**src/ist_pkg.sv**
```systemverilog
// shared constants, codes and controller/datapath interface types
package ist_pkg;

    localparam int WIN    = 16;
    localparam int IDX_W  = $clog2(WIN);
    localparam int TOT_W  = $clog2(WIN + 1);
    localparam int SMP_W  = 12;
    localparam int T_W    = 32;
    localparam int CFG_W  = 20;
    localparam int CIDX_W = 3;
    localparam int ACC_W  = 32;
    localparam int ACNT_W = 20;
    localparam int SKIP_W = 4;

    localparam logic [CIDX_W-1:0] CFG_SAT  = 3'd0;
    localparam logic [CIDX_W-1:0] CFG_TGT  = 3'd1;
    localparam logic [CIDX_W-1:0] CFG_PER  = 3'd2;
    localparam logic [CIDX_W-1:0] CFG_TMO  = 3'd3;
    localparam logic [CIDX_W-1:0] CFG_STL  = 3'd4;
    localparam logic [CIDX_W-1:0] CFG_SKIP = 3'd5;

    localparam logic [1:0] PH_RUN = 2'd0;
    localparam logic [1:0] PH_DIS = 2'd1;
    localparam logic [1:0] PH_SET = 2'd2;

    localparam logic [ACNT_W-1:0] COUNT_MAX = '1;

    // regression sum widths
    localparam int S_W    = T_W + IDX_W;
    localparam int V_W    = SMP_W + IDX_W;
    localparam int RV_W   = T_W + SMP_W;
    localparam int P_W    = RV_W + IDX_W;
    localparam int RR_W   = 2 * T_W;
    localparam int Q_W    = RR_W + IDX_W;
    localparam int NQ_W   = Q_W + TOT_W;
    localparam int SS_W   = 2 * S_W;
    localparam int NP_W   = P_W + TOT_W;
    localparam int SV_W   = S_W + V_W;
    localparam int MAG_W  = (NP_W > SV_W) ? NP_W : SV_W;
    localparam int SCL_W  = 28;
    localparam logic [SCL_W-1:0] SCALE = 28'd256000000;
    localparam int NUM_W  = MAG_W + SCL_W;
    localparam int DEN_W  = NQ_W;

    // serial multiplier and divider sizes
    localparam int MA_W   = Q_W;
    localparam int MB_W   = S_W;
    localparam int MP_W   = MA_W + MB_W;
    localparam int MC_W   = $clog2(MB_W);
    localparam int DVD_W  = NUM_W;
    localparam int DVS_W  = DEN_W;
    localparam int DC_W   = $clog2(DVD_W);

    localparam int RAM_W  = T_W + SMP_W;

    localparam int ID_W   = 48;
    localparam int OD_BITS = 3 + 32 + TOT_W + 1 + SMP_W + 32 + 1 + SMP_W;
    localparam int OD_W   = ((OD_BITS + 7) / 8) * 8;

    localparam int MS_W = 3;
    localparam logic [MS_W-1:0] MS_NQ = 3'd0;
    localparam logic [MS_W-1:0] MS_SS = 3'd1;
    localparam logic [MS_W-1:0] MS_NP = 3'd2;
    localparam logic [MS_W-1:0] MS_SV = 3'd3;
    localparam logic [MS_W-1:0] MS_SC = 3'd4;

    typedef struct packed {
        logic            load;
        logic            eval;
        logic            div_start;
        logic            div_slope;
        logic            skip_dec;
        logic            store;
        logic            slope_zero;
        logic            tref_rd;
        logic            tref_lat;
        logic            pt_rd;
        logic            pt_mul;
        logic            pt_acc;
        logic            mul_start;
        logic [MS_W-1:0] mul_sel;
        logic            den_calc;
        logic            mag_calc;
        logic            out_load;
    } t_cmd;

    typedef struct packed {
        logic point_due;
        logic skip_nz;
        logic few;
        logic loop_last;
        logic den_zero;
        logic mul_done;
        logic div_done;
        logic out_free;
    } t_stat;

endpackage

```
**src/ist_ctrl.sv**
```systemverilog
// controller: sequences one request through step, mean, regression and output
module ist_ctrl import ist_pkg::*; (
    input  logic  i_clk,
    input  logic  i_rst_n,
    input  logic  i_s_tvalid,
    output logic  o_s_tready,
    output t_cmd  o_cmd,
    input  t_stat i_stat
);
    localparam logic [3:0] S_IDLE  = 4'd0;
    localparam logic [3:0] S_EVAL  = 4'd1;
    localparam logic [3:0] S_DGO   = 4'd2;
    localparam logic [3:0] S_DWAIT = 4'd3;
    localparam logic [3:0] S_POINT = 4'd4;
    localparam logic [3:0] S_CHK   = 4'd5;
    localparam logic [3:0] S_TLAT  = 4'd6;
    localparam logic [3:0] S_RD    = 4'd7;
    localparam logic [3:0] S_MULT  = 4'd8;
    localparam logic [3:0] S_ACC   = 4'd9;
    localparam logic [3:0] S_MGO   = 4'd10;
    localparam logic [3:0] S_MWAIT = 4'd11;
    localparam logic [3:0] S_DEN   = 4'd12;
    localparam logic [3:0] S_DCHK  = 4'd13;
    localparam logic [3:0] S_MAG   = 4'd14;
    localparam logic [3:0] S_OUT   = 4'd15;

    logic [3:0]      r_state, n_state;
    logic [MS_W-1:0] r_msel, n_msel;
    logic            r_sdiv, n_sdiv;

    always_comb begin
        o_cmd   = '0;
        n_state = r_state;
        n_msel  = r_msel;
        n_sdiv  = r_sdiv;
        case (r_state)
            S_IDLE: begin
                if (i_s_tvalid) begin
                    o_cmd.load = 1'b1;
                    n_state    = S_EVAL;
                end
            end
            S_EVAL: begin
                o_cmd.eval = 1'b1;
                if (i_stat.point_due) begin
                    n_sdiv  = 1'b0;
                    n_state = S_DGO;
                end else begin
                    n_state = S_OUT;
                end
            end
            S_DGO: begin
                o_cmd.div_start = 1'b1;
                n_state         = S_DWAIT;
            end
            S_DWAIT: begin
                if (i_stat.div_done) begin
                    n_state = r_sdiv ? S_OUT : S_POINT;
                end
            end
            S_POINT: begin
                if (i_stat.skip_nz) begin
                    o_cmd.skip_dec = 1'b1;
                    n_state        = S_OUT;
                end else begin
                    o_cmd.store = 1'b1;
                    n_state     = S_CHK;
                end
            end
            S_CHK: begin
                if (i_stat.few) begin
                    o_cmd.slope_zero = 1'b1;
                    n_state          = S_OUT;
                end else begin
                    o_cmd.tref_rd = 1'b1;
                    n_state       = S_TLAT;
                end
            end
            S_TLAT: begin
                o_cmd.tref_lat = 1'b1;
                n_state        = S_RD;
            end
            S_RD: begin
                o_cmd.pt_rd = 1'b1;
                n_state     = S_MULT;
            end
            S_MULT: begin
                o_cmd.pt_mul = 1'b1;
                n_state      = S_ACC;
            end
            S_ACC: begin
                o_cmd.pt_acc = 1'b1;
                if (i_stat.loop_last) begin
                    n_msel  = MS_NQ;
                    n_state = S_MGO;
                end else begin
                    n_state = S_RD;
                end
            end
            S_MGO: begin
                o_cmd.mul_start = 1'b1;
                n_state         = S_MWAIT;
            end
            S_MWAIT: begin
                if (i_stat.mul_done) begin
                    case (r_msel)
                        MS_NQ: begin
                            n_msel  = MS_SS;
                            n_state = S_MGO;
                        end
                        MS_SS: n_state = S_DEN;
                        MS_NP: begin
                            n_msel  = MS_SV;
                            n_state = S_MGO;
                        end
                        MS_SV: n_state = S_MAG;
                        default: begin
                            n_sdiv  = 1'b1;
                            n_state = S_DGO;
                        end
                    endcase
                end
            end
            S_DEN: begin
                o_cmd.den_calc = 1'b1;
                n_state        = S_DCHK;
            end
            S_DCHK: begin
                if (i_stat.den_zero) begin
                    o_cmd.slope_zero = 1'b1;
                    n_state          = S_OUT;
                end else begin
                    n_msel  = MS_NP;
                    n_state = S_MGO;
                end
            end
            S_MAG: begin
                o_cmd.mag_calc = 1'b1;
                n_msel         = MS_SC;
                n_state        = S_MGO;
            end
            S_OUT: begin
                if (i_stat.out_free) begin
                    o_cmd.out_load = 1'b1;
                    n_state        = S_IDLE;
                end
            end
            default: n_state = S_IDLE;
        endcase
        o_cmd.mul_sel   = r_msel;
        o_cmd.div_slope = r_sdiv;
    end

    always_ff @(posedge i_clk) begin
        if (!i_rst_n) begin
            r_state <= S_IDLE;
            r_msel  <= MS_NQ;
            r_sdiv  <= 1'b0;
        end else begin
            r_state <= n_state;
            r_msel  <= n_msel;
            r_sdiv  <= n_sdiv;
        end
    end

    assign o_s_tready = r_state == S_IDLE;
endmodule

```
**config.mk**
```make
export PLATFORM = sky130hd
export DESIGN_NAME = ist_ctrl
export DESIGN_NICKNAME = d
export VERILOG_FILES = /design/src/ist_pkg.sv /design/src/ist_ctrl.sv
export SDC_FILE = /design/constraint.sdc
export NUM_CORES = 1
export LEC_CHECK = 0
export CAP_MARGIN = 20
export CORE_MARGIN = 3
export CORE_UTILIZATION = 43
export DETAILED_ROUTE_END_ITERATION = 8
export DONT_BUFFER_PORTS = 1
export PLACE_DENSITY = 0.55
export REMOVE_ABC_BUFFERS = 1
export SYNTH_ARGS = -nofsm -noshare
export SYNTH_HDL_FRONTEND = slang
export SYNTH_SLANG_ARGS = --single-unit
export TNS_END_PERCENT = 100
```
**constraint.sdc**
```tcl
create_clock -name i_clk -period 3.9 [get_ports i_clk]
set_input_delay 0.585 -clock i_clk [delete_from_list [all_inputs] [get_ports i_clk]]
set_output_delay 0.585 -clock i_clk [all_outputs]
set_load 0.01 [all_outputs]
```
# Yosys cells after proc, flatten, opt, wreduce, memory -nomap -nowiden
# Cells that the tools add are included.
[op_classes]
n_eq_ne = 27
mux = 42
reduce_logical = 9
[ops]
columns = ["cell", "count"]
rows = [
  ["$pmux W4 S16", 1],
  ["$mux W4", 9],
  ["$eq A4 B4 Y1 const B", 8],
  ["$mux W1", 22],
  ["$eq A4 B3 Y1 const B", 4],
  ["$ne A2 B2 Y1 const B", 8],
  ["$mux W3", 4],
  ["$pmux W3 S4", 1],
  ["$pmux W4 S3", 1],
  ["$eq A4 B2 Y1 const B", 2],
  ["$reduce_and A4 Y1", 2],
  ["$eq A3 B2 Y1 const B", 2],
  ["$pmux W3 S2", 1],
  ["$reduce_and A5 Y1", 1],
  ["$eq A4 B1 Y1 const B", 1],
  ["$logic_not A4 Y1", 1],
  ["$pmux W1 S2", 2],
  ["$reduce_bool A4 Y1", 1],
  ["$reduce_or A4 Y1", 1],
  ["$eq A3 B1 Y1 const B", 1],
  ["$logic_not A3 Y1", 1],
  ["$ne A3 B3 Y1 const B", 1],
  ["$mux W2", 1],
  ["$reduce_bool A2 Y1", 1],
  ["$reduce_or A2 Y1", 1],
]
[word_totals]
in_bits = 11
regBits = 8
word_cells = 81
out_inout_bits = 20

# Longest topological paths before layout
# Gate-level depths: netlist of run 1.
[logic_depth]
depth_word = 5
depth_mapped = 7

# Least setup slack after synthesis of run 1
# OpenSTA, ideal clock, no wires.
[synth_timing]
path_kind = "flip-flop to output port"
startpoint = "register r_state[2]"
endpoint = "output port o_cmd[14] (netlist bit)"
arrival_ns = 1.313
stages_incl_launch_ff = 5
setup_slack_ns = 2.002
cell_sequence = "dfxtp_1 > buf_2 > buf_2 > nand2b_1 > nor4b_1"
[synth_rtl]
columns = ["element", "line", "rtl"]
rows = [
  ["start, declared", "ist_ctrl.sv:27", "logic [3:0] r_state, n_state;"],
  ["start signal, assigned", "ist_ctrl.sv:160", "r_state <= n_state;"],
  ["end, declared", "ist_ctrl.sv:7", "output t_cmd o_cmd,"],
]

==> impl_metrics.env, run 1 <==
export IMPL_status="finished clean"
export IMPL_clockRootBuffer="clkbuf_4"
export IMPL_avgSynthCellArea_um2=6.80
export IMPL_max_stage_delay_ps=740
export IMPL_cts_buffer_depth=2
export IMPL_totalWireLength_mm=2.17
export IMPL_path_cells="nand2b_1 -> nor4b_1"
export IMPL_crit_arrival_ps=1890
export IMPL_viasPerCell=6.20
export IMPL_yosysWarnings=0
export IMPL_cellLeakagePower_nw=0.257
export IMPL_finClkSkew_ps=6.68
export IMPL_slew_viol_final=0
export IMPL_slowest_stage="dfxtp_1"
export IMPL_finalSetupTns_ps=0
export IMPL_p_per_area_mw_per_mm2=668
export IMPL_hold_path_class="in -> reg"
export IMPL_dr_first_iter_drc_count=21
export IMPL_ys_async_sr_fraction=0
export IMPL_n_antenna_cell=0
export IMPL_syn2layout_area_growth_pct=0.160
export IMPL_syn_area_um2=782
export IMPL_cts_htree_levels=1
export IMPL_grt_ovfl_total=0
export IMPL_insertion_delay_ps=260
export IMPL_slew_headroom=0.469
export IMPL_criticalPathCategory="reg -> out"
export IMPL_setup_violations=0
export IMPL_grt_pass1_wl_mm=3.66
export IMPL_die_h_um=48.6
export IMPL_period_minus_slack_ps=2470
export IMPL_r2r_slack_ps=1840
export IMPL_clockPowerShare=0.125
export IMPL_drc=0
export IMPL_antenna_found_initial=0
export IMPL_ys_flop_type="dfxtp_1"
export IMPL_rsz0062_at_grt="no"
export IMPL_ios=31
export IMPL_tightest_slew_ps=796
export IMPL_grt_max_degree=24
export IMPL_fillers=188
export IMPL_timing_fmax_ghz=0.405
export IMPL_startpoint_type="flip-flop"
export IMPL_cts_made_buffers=3
export IMPL_synth_seq_cells=8
export IMPL_drt_pass1_iter_count=4
export IMPL_portBuffers=0
export IMPL_cts_sinks=8
export IMPL_vias=825
export IMPL_holdWs_ps=434
export IMPL_cts_tree="yes"
export IMPL_initial_core_util=0.485
export IMPL_crit_path_end_kind="output port"
export IMPL_critPathRequiredTime_ps=3310
export IMPL_p_int_mw=0.245
export IMPL_cts_clk_slew_worst_paths_ps=60
export IMPL_drv_cap=0
export IMPL_swShare=0.532
export IMPL_die_area_mm2=0.00237
export IMPL_power_frac_seq=0.354
export IMPL_core_mm2=0.00161
export IMPL_ctsResizeCount=0
export IMPL_crit_path_max_fanout=21
export IMPL_die_w_um=48.6
export IMPL_grt_pass1_vias=758
export IMPL_stdcell_area_um2=783
export IMPL_synth_cell_type_count=43
export IMPL_syn_inst=115
export IMPL_hold_buffers=0
export IMPL_grtUsageTotal=0.195
export IMPL_place_area_um2=761
export IMPL_nets=122
export IMPL_drive_gt1_frac=0.101
export IMPL_drtAntennaViolNets=0
export IMPL_synth_edf_count=0
export IMPL_pwr_share_comb=0.521
export IMPL_place_gp_congestion=0.806
export IMPL_yosysSeqAreaShare=0.205
export IMPL_hpwl_mm=1.61
export IMPL_wl_per_cell_um=16.3
export IMPL_hold_viol=0
export IMPL_post_cts_buffers=0
export IMPL_rows=14
export IMPL_peakVddDrop_mv=0.414
export IMPL_switchingPower_mw=0.278
export IMPL_finalCritPeriodShare=0.633
## placed cells by master (no fill, tap or decap), drive strengths merged, types with 2 or more instances in the layout
cell type,n
nand2b,4
o21a,2
a31oi,2
and2,2
a21boi,2
nand2,13
dfxtp,8
nor2b,3
o211ai,2
o21ai,6
nor2,12
nand3,3
a21oi,8
inv,8
nor3,8
clkbuf,3
mux2i,3
o2111ai,2
## synthesized netlist by cell type, types with 2 or more instances
library cell,n,share of area
o211ai_1,2,0.019
nand2b_1,4,0.032
buf_4,3,0.029
nand3_1,3,0.019
a31oi_1,2,0.016
buf_2,5,0.032
nand2_1,13,0.062
a21oi_1,8,0.051
inv_1,7,0.034
o21ai_0,5,0.032
nor3_1,8,0.051
o2111ai_1,2,0.022
o21a_1,2,0.019
dfxtp_1,8,0.20
nor2b_1,3,0.024
nor2_1,11,0.053
mux2i_1,3,0.038
## flip-flops by register name, indices dropped and copies added (netlist names)
| signal | cells |
|---|---|
| r_msel | 3 |
| r_sdiv | 1 |
| r_state | 4 |
## power by group through the flow
stage          Combinational (mW)  Sequential [mW]  Clock (mW)
2_1_floorplan               0.226            0.161           0
3_3_place_gp                0.273            0.184           0
3_5_place_dp                0.271            0.185           0
4_1_cts                     0.273            0.183      0.0689
5_1_grt                     0.309            0.195      0.0727
6_report                    0.273            0.185      0.0653
## cells by family after synthesis
kind of cell | share of synthesized area
muxes | 0.0528
DFF | 0.205
buffers and inverters | 0.104
and+or+nand+nor | 0.331
AOI/OAI and AO/OA | 0.307
## metal layers
metal | part of all wire | vias up | global-route usage | wire [um]
li1 | - | 405 | - | -
met1 | 0.41 | 379 | 0.245 | 890
met2 | 0.48 | 37 | 0.296 | 1030
met3 | 0.10 | 4 | 0.0798 | 218
met4 | 0.012 | 0 | 0.0711 | 26
met5 | 0 | - | 0 | 0
## cell type report
cell class                      instances  area (um2)  share of cell area
Multi-Input combinational cell         90         541               0.690
Clock buffer                            3        22.5              0.0288
Inverter                                8        30.0              0.0383
Sequential cell                         8         160               0.204
Tap cell                               24        30.0              0.0383
## final timing paths
kind	from	endpoint	cells past startpoint
max	r_state[2]	o_cmd[14]	2
min reg2reg	r_msel[0]	r_msel[0]	2
max reg2reg	r_state[3]	r_state[2]	5
min	i_rst_n	r_msel[0]	2
## critical path, delay by kind of cell, from the launching register on
kind             cells  cell delay, ps
and+or+nand+nor      2             880
DFF                  1             740
## through the flow
step	worst slack, ps	utilization	total power [mW]	std cells
after global placement	1810	0.472	0.456	130
after detailed placement	1700	0.472	0.456	130
after CTS	1420	0.486	0.525	133
final	1430	0.486	0.523	133
after global routing	1270	0.486	0.577	133
after floorplan	2000	-	0.387	106
No activity file was read; power rests on OpenSTA's default activity.
==> run 2: changes to the inputs <==
==> constraint.sdc (replaced) <==
create_clock -name i_clk -period 2.3 [get_ports i_clk]
set_input_delay 0.345 -clock i_clk [delete_from_list [all_inputs] [get_ports i_clk]]
set_output_delay 0.345 -clock i_clk [all_outputs]
set_load 0.01 [all_outputs]
==> run 2 against run 1 <==
- clock power up 72%
- hold slack got worse by 240 ps
- non-clock buffer count grew 2
- via count rose by 1.1%
- combinational power up 94%
- wire length grew 1.1%
- clock skew about the same
- sequential power increased by 45%
- first-iteration DRC count increased by 24%
- die area unchanged
- largest cell class unchanged
==> impl_metrics.env, run 2 (same netlist as run 1, synthesis figures left out) <==
export IMPL_drt_pass1_iter_count=4
export IMPL_period_minus_slack_ps=2010
export IMPL_cts_sinks=8
export IMPL_insertion_delay_ps=260
export IMPL_rows=14
export IMPL_hold_viol=0
export IMPL_ctsResizeCount=0
export IMPL_cts_htree_levels=1
export IMPL_tightest_slew_ps=571
export IMPL_crit_path_max_fanout=14
export IMPL_status="finished clean"
export IMPL_ios=31
export IMPL_top_register="r_state"
export IMPL_clockRootBuffer="clkbuf_4"
export IMPL_post_cts_buffers=0
export IMPL_finClkSkew_ps=6.27
export IMPL_use_met2=0.303
export IMPL_finalSetupTns_ps=0
export IMPL_cts_buffer_depth=2
export IMPL_rsz0062_at_grt="no"
export IMPL_wl_per_cell_um=16.2
export IMPL_peakVddDrop_mv=0.591
export IMPL_drive_gt1_frac=0.117
export IMPL_critPathRequiredTime_ps=1960
export IMPL_antenna_found_initial=0
export IMPL_grtUsageMet3=0.0890
export IMPL_setup_violations=0
export IMPL_hold_buffers=0
export IMPL_initial_core_util=0.485
export IMPL_grt_max_degree=19
export IMPL_grt_ovfl_total=0
export IMPL_grtUsageTotal=0.197
export IMPL_dr_first_iter_drc_count=26
export IMPL_place_gp_congestion=0.831
export IMPL_die_w_um=48.6
export IMPL_nets=124
export IMPL_crit_arrival_ps=1660
export IMPL_startpoint_type="flip-flop"
export IMPL_cts_clk_slew_worst_paths_ps=60
export IMPL_final_common_cell="nand2_1"
export IMPL_grt_pass1_wl_mm=3.66
export IMPL_crit_path_end_kind="output port"
export IMPL_grtUsageMet1=0.237
export IMPL_cts_made_buffers=3
export IMPL_n_antenna_cell=0
export IMPL_largest_reg_flops=4
export IMPL_criticalPathCategory="reg -> out"
export IMPL_largestRegisters="r_state (4), r_msel (3), r_sdiv (1)"
export IMPL_vias=834
export IMPL_gr_max_usage_layer="met2"
export IMPL_syn2layout_area_growth_pct=2.08
export IMPL_slew_viol_final=0
export IMPL_die_area_mm2=0.00237
export IMPL_viasPerCell=6.18
export IMPL_portBuffers=0
export IMPL_slew_headroom=0.614
export IMPL_drv_cap=0
export IMPL_final_cell_mix="nand2_1 (13), nor2_1 (11), nor3_1 (8), a21oi_1 (8), dfxtp_1 (8)"
export IMPL_p_per_area_mw_per_mm2=1140
export IMPL_die_h_um=48.6
export IMPL_cellLeakagePower_nw=0.268
export IMPL_totalWireLength_mm=2.19
export IMPL_r2r_slack_ps=520
export IMPL_finalCritPeriodShare=0.872
export IMPL_hold_path_class="in -> reg"
export IMPL_drc=0
export IMPL_cts_tree="yes"
export IMPL_drtAntennaViolNets=0
export IMPL_grt_pass1_vias=774
export IMPL_timing_fmax_ghz=0.499
export IMPL_holdWs_ps=192
export IMPL_hpwl_mm=1.66
export IMPL_core_mm2=0.00161
[run 2: changes by cell type in the layout (fill, tap and decap cells not counted)]
cell   previous run  this run
buf_4             0         2
[run 2: metal layers]
metal,share of wire,wire (um)
met5,0,0
met4,0.015,33
met3,0.10,229
met2,0.48,1050
met1,0.40,884
[run 2: per-stage QoR]
step | cells | total power, mW | utilization | instance area [um2] | worst slack (ps)
global placement | 132 | 0.803 | 0.481 | 776 | 513
finish | 135 | 0.911 | 0.495 | 798 | 295
CTS | 135 | 0.914 | 0.495 | 798 | 303
detailed placement | 132 | 0.797 | 0.481 | 776 | 537
global route | 135 | 0.997 | 0.495 | 798 | 144
floorplan | 106 | 0.656 | - | 731 | 504
[run 2: power by group]
part	switching [mW]	internal, mW
clock	0.0522	0.0600
sequential	0.100	0.168
combinational	0.325	0.204
total	0.478	0.433
[run 2: worst max-delay path, cell delays in order, from the launching register on]
cell     delay (ps)
dfxtp_1         590
buf_4           260
nor2_1           90
nand3_1         130
inv_1           110
and2_1          210
[run 2: worst paths after layout]
| kind | from | cells after the start | end |
|---|---|---|---|
| max | r_state[3] | 5 | o_cmd[18] |
| min | i_rst_n | 2 | r_msel[0] |
| min reg2reg | r_msel[0] | 2 | r_msel[0] |
| max reg2reg | r_state[3] | 5 | r_state[2] |
[run 2: area by class of cell]
cell class              instances  area, um2
clock buffers                   3       22.5
fillers                       175        813
inverters                       8       30.0
multi-input cells              90        541
flip-flops and latches          8        160
well taps                      24       30.0
repair buffers                  2       15.0
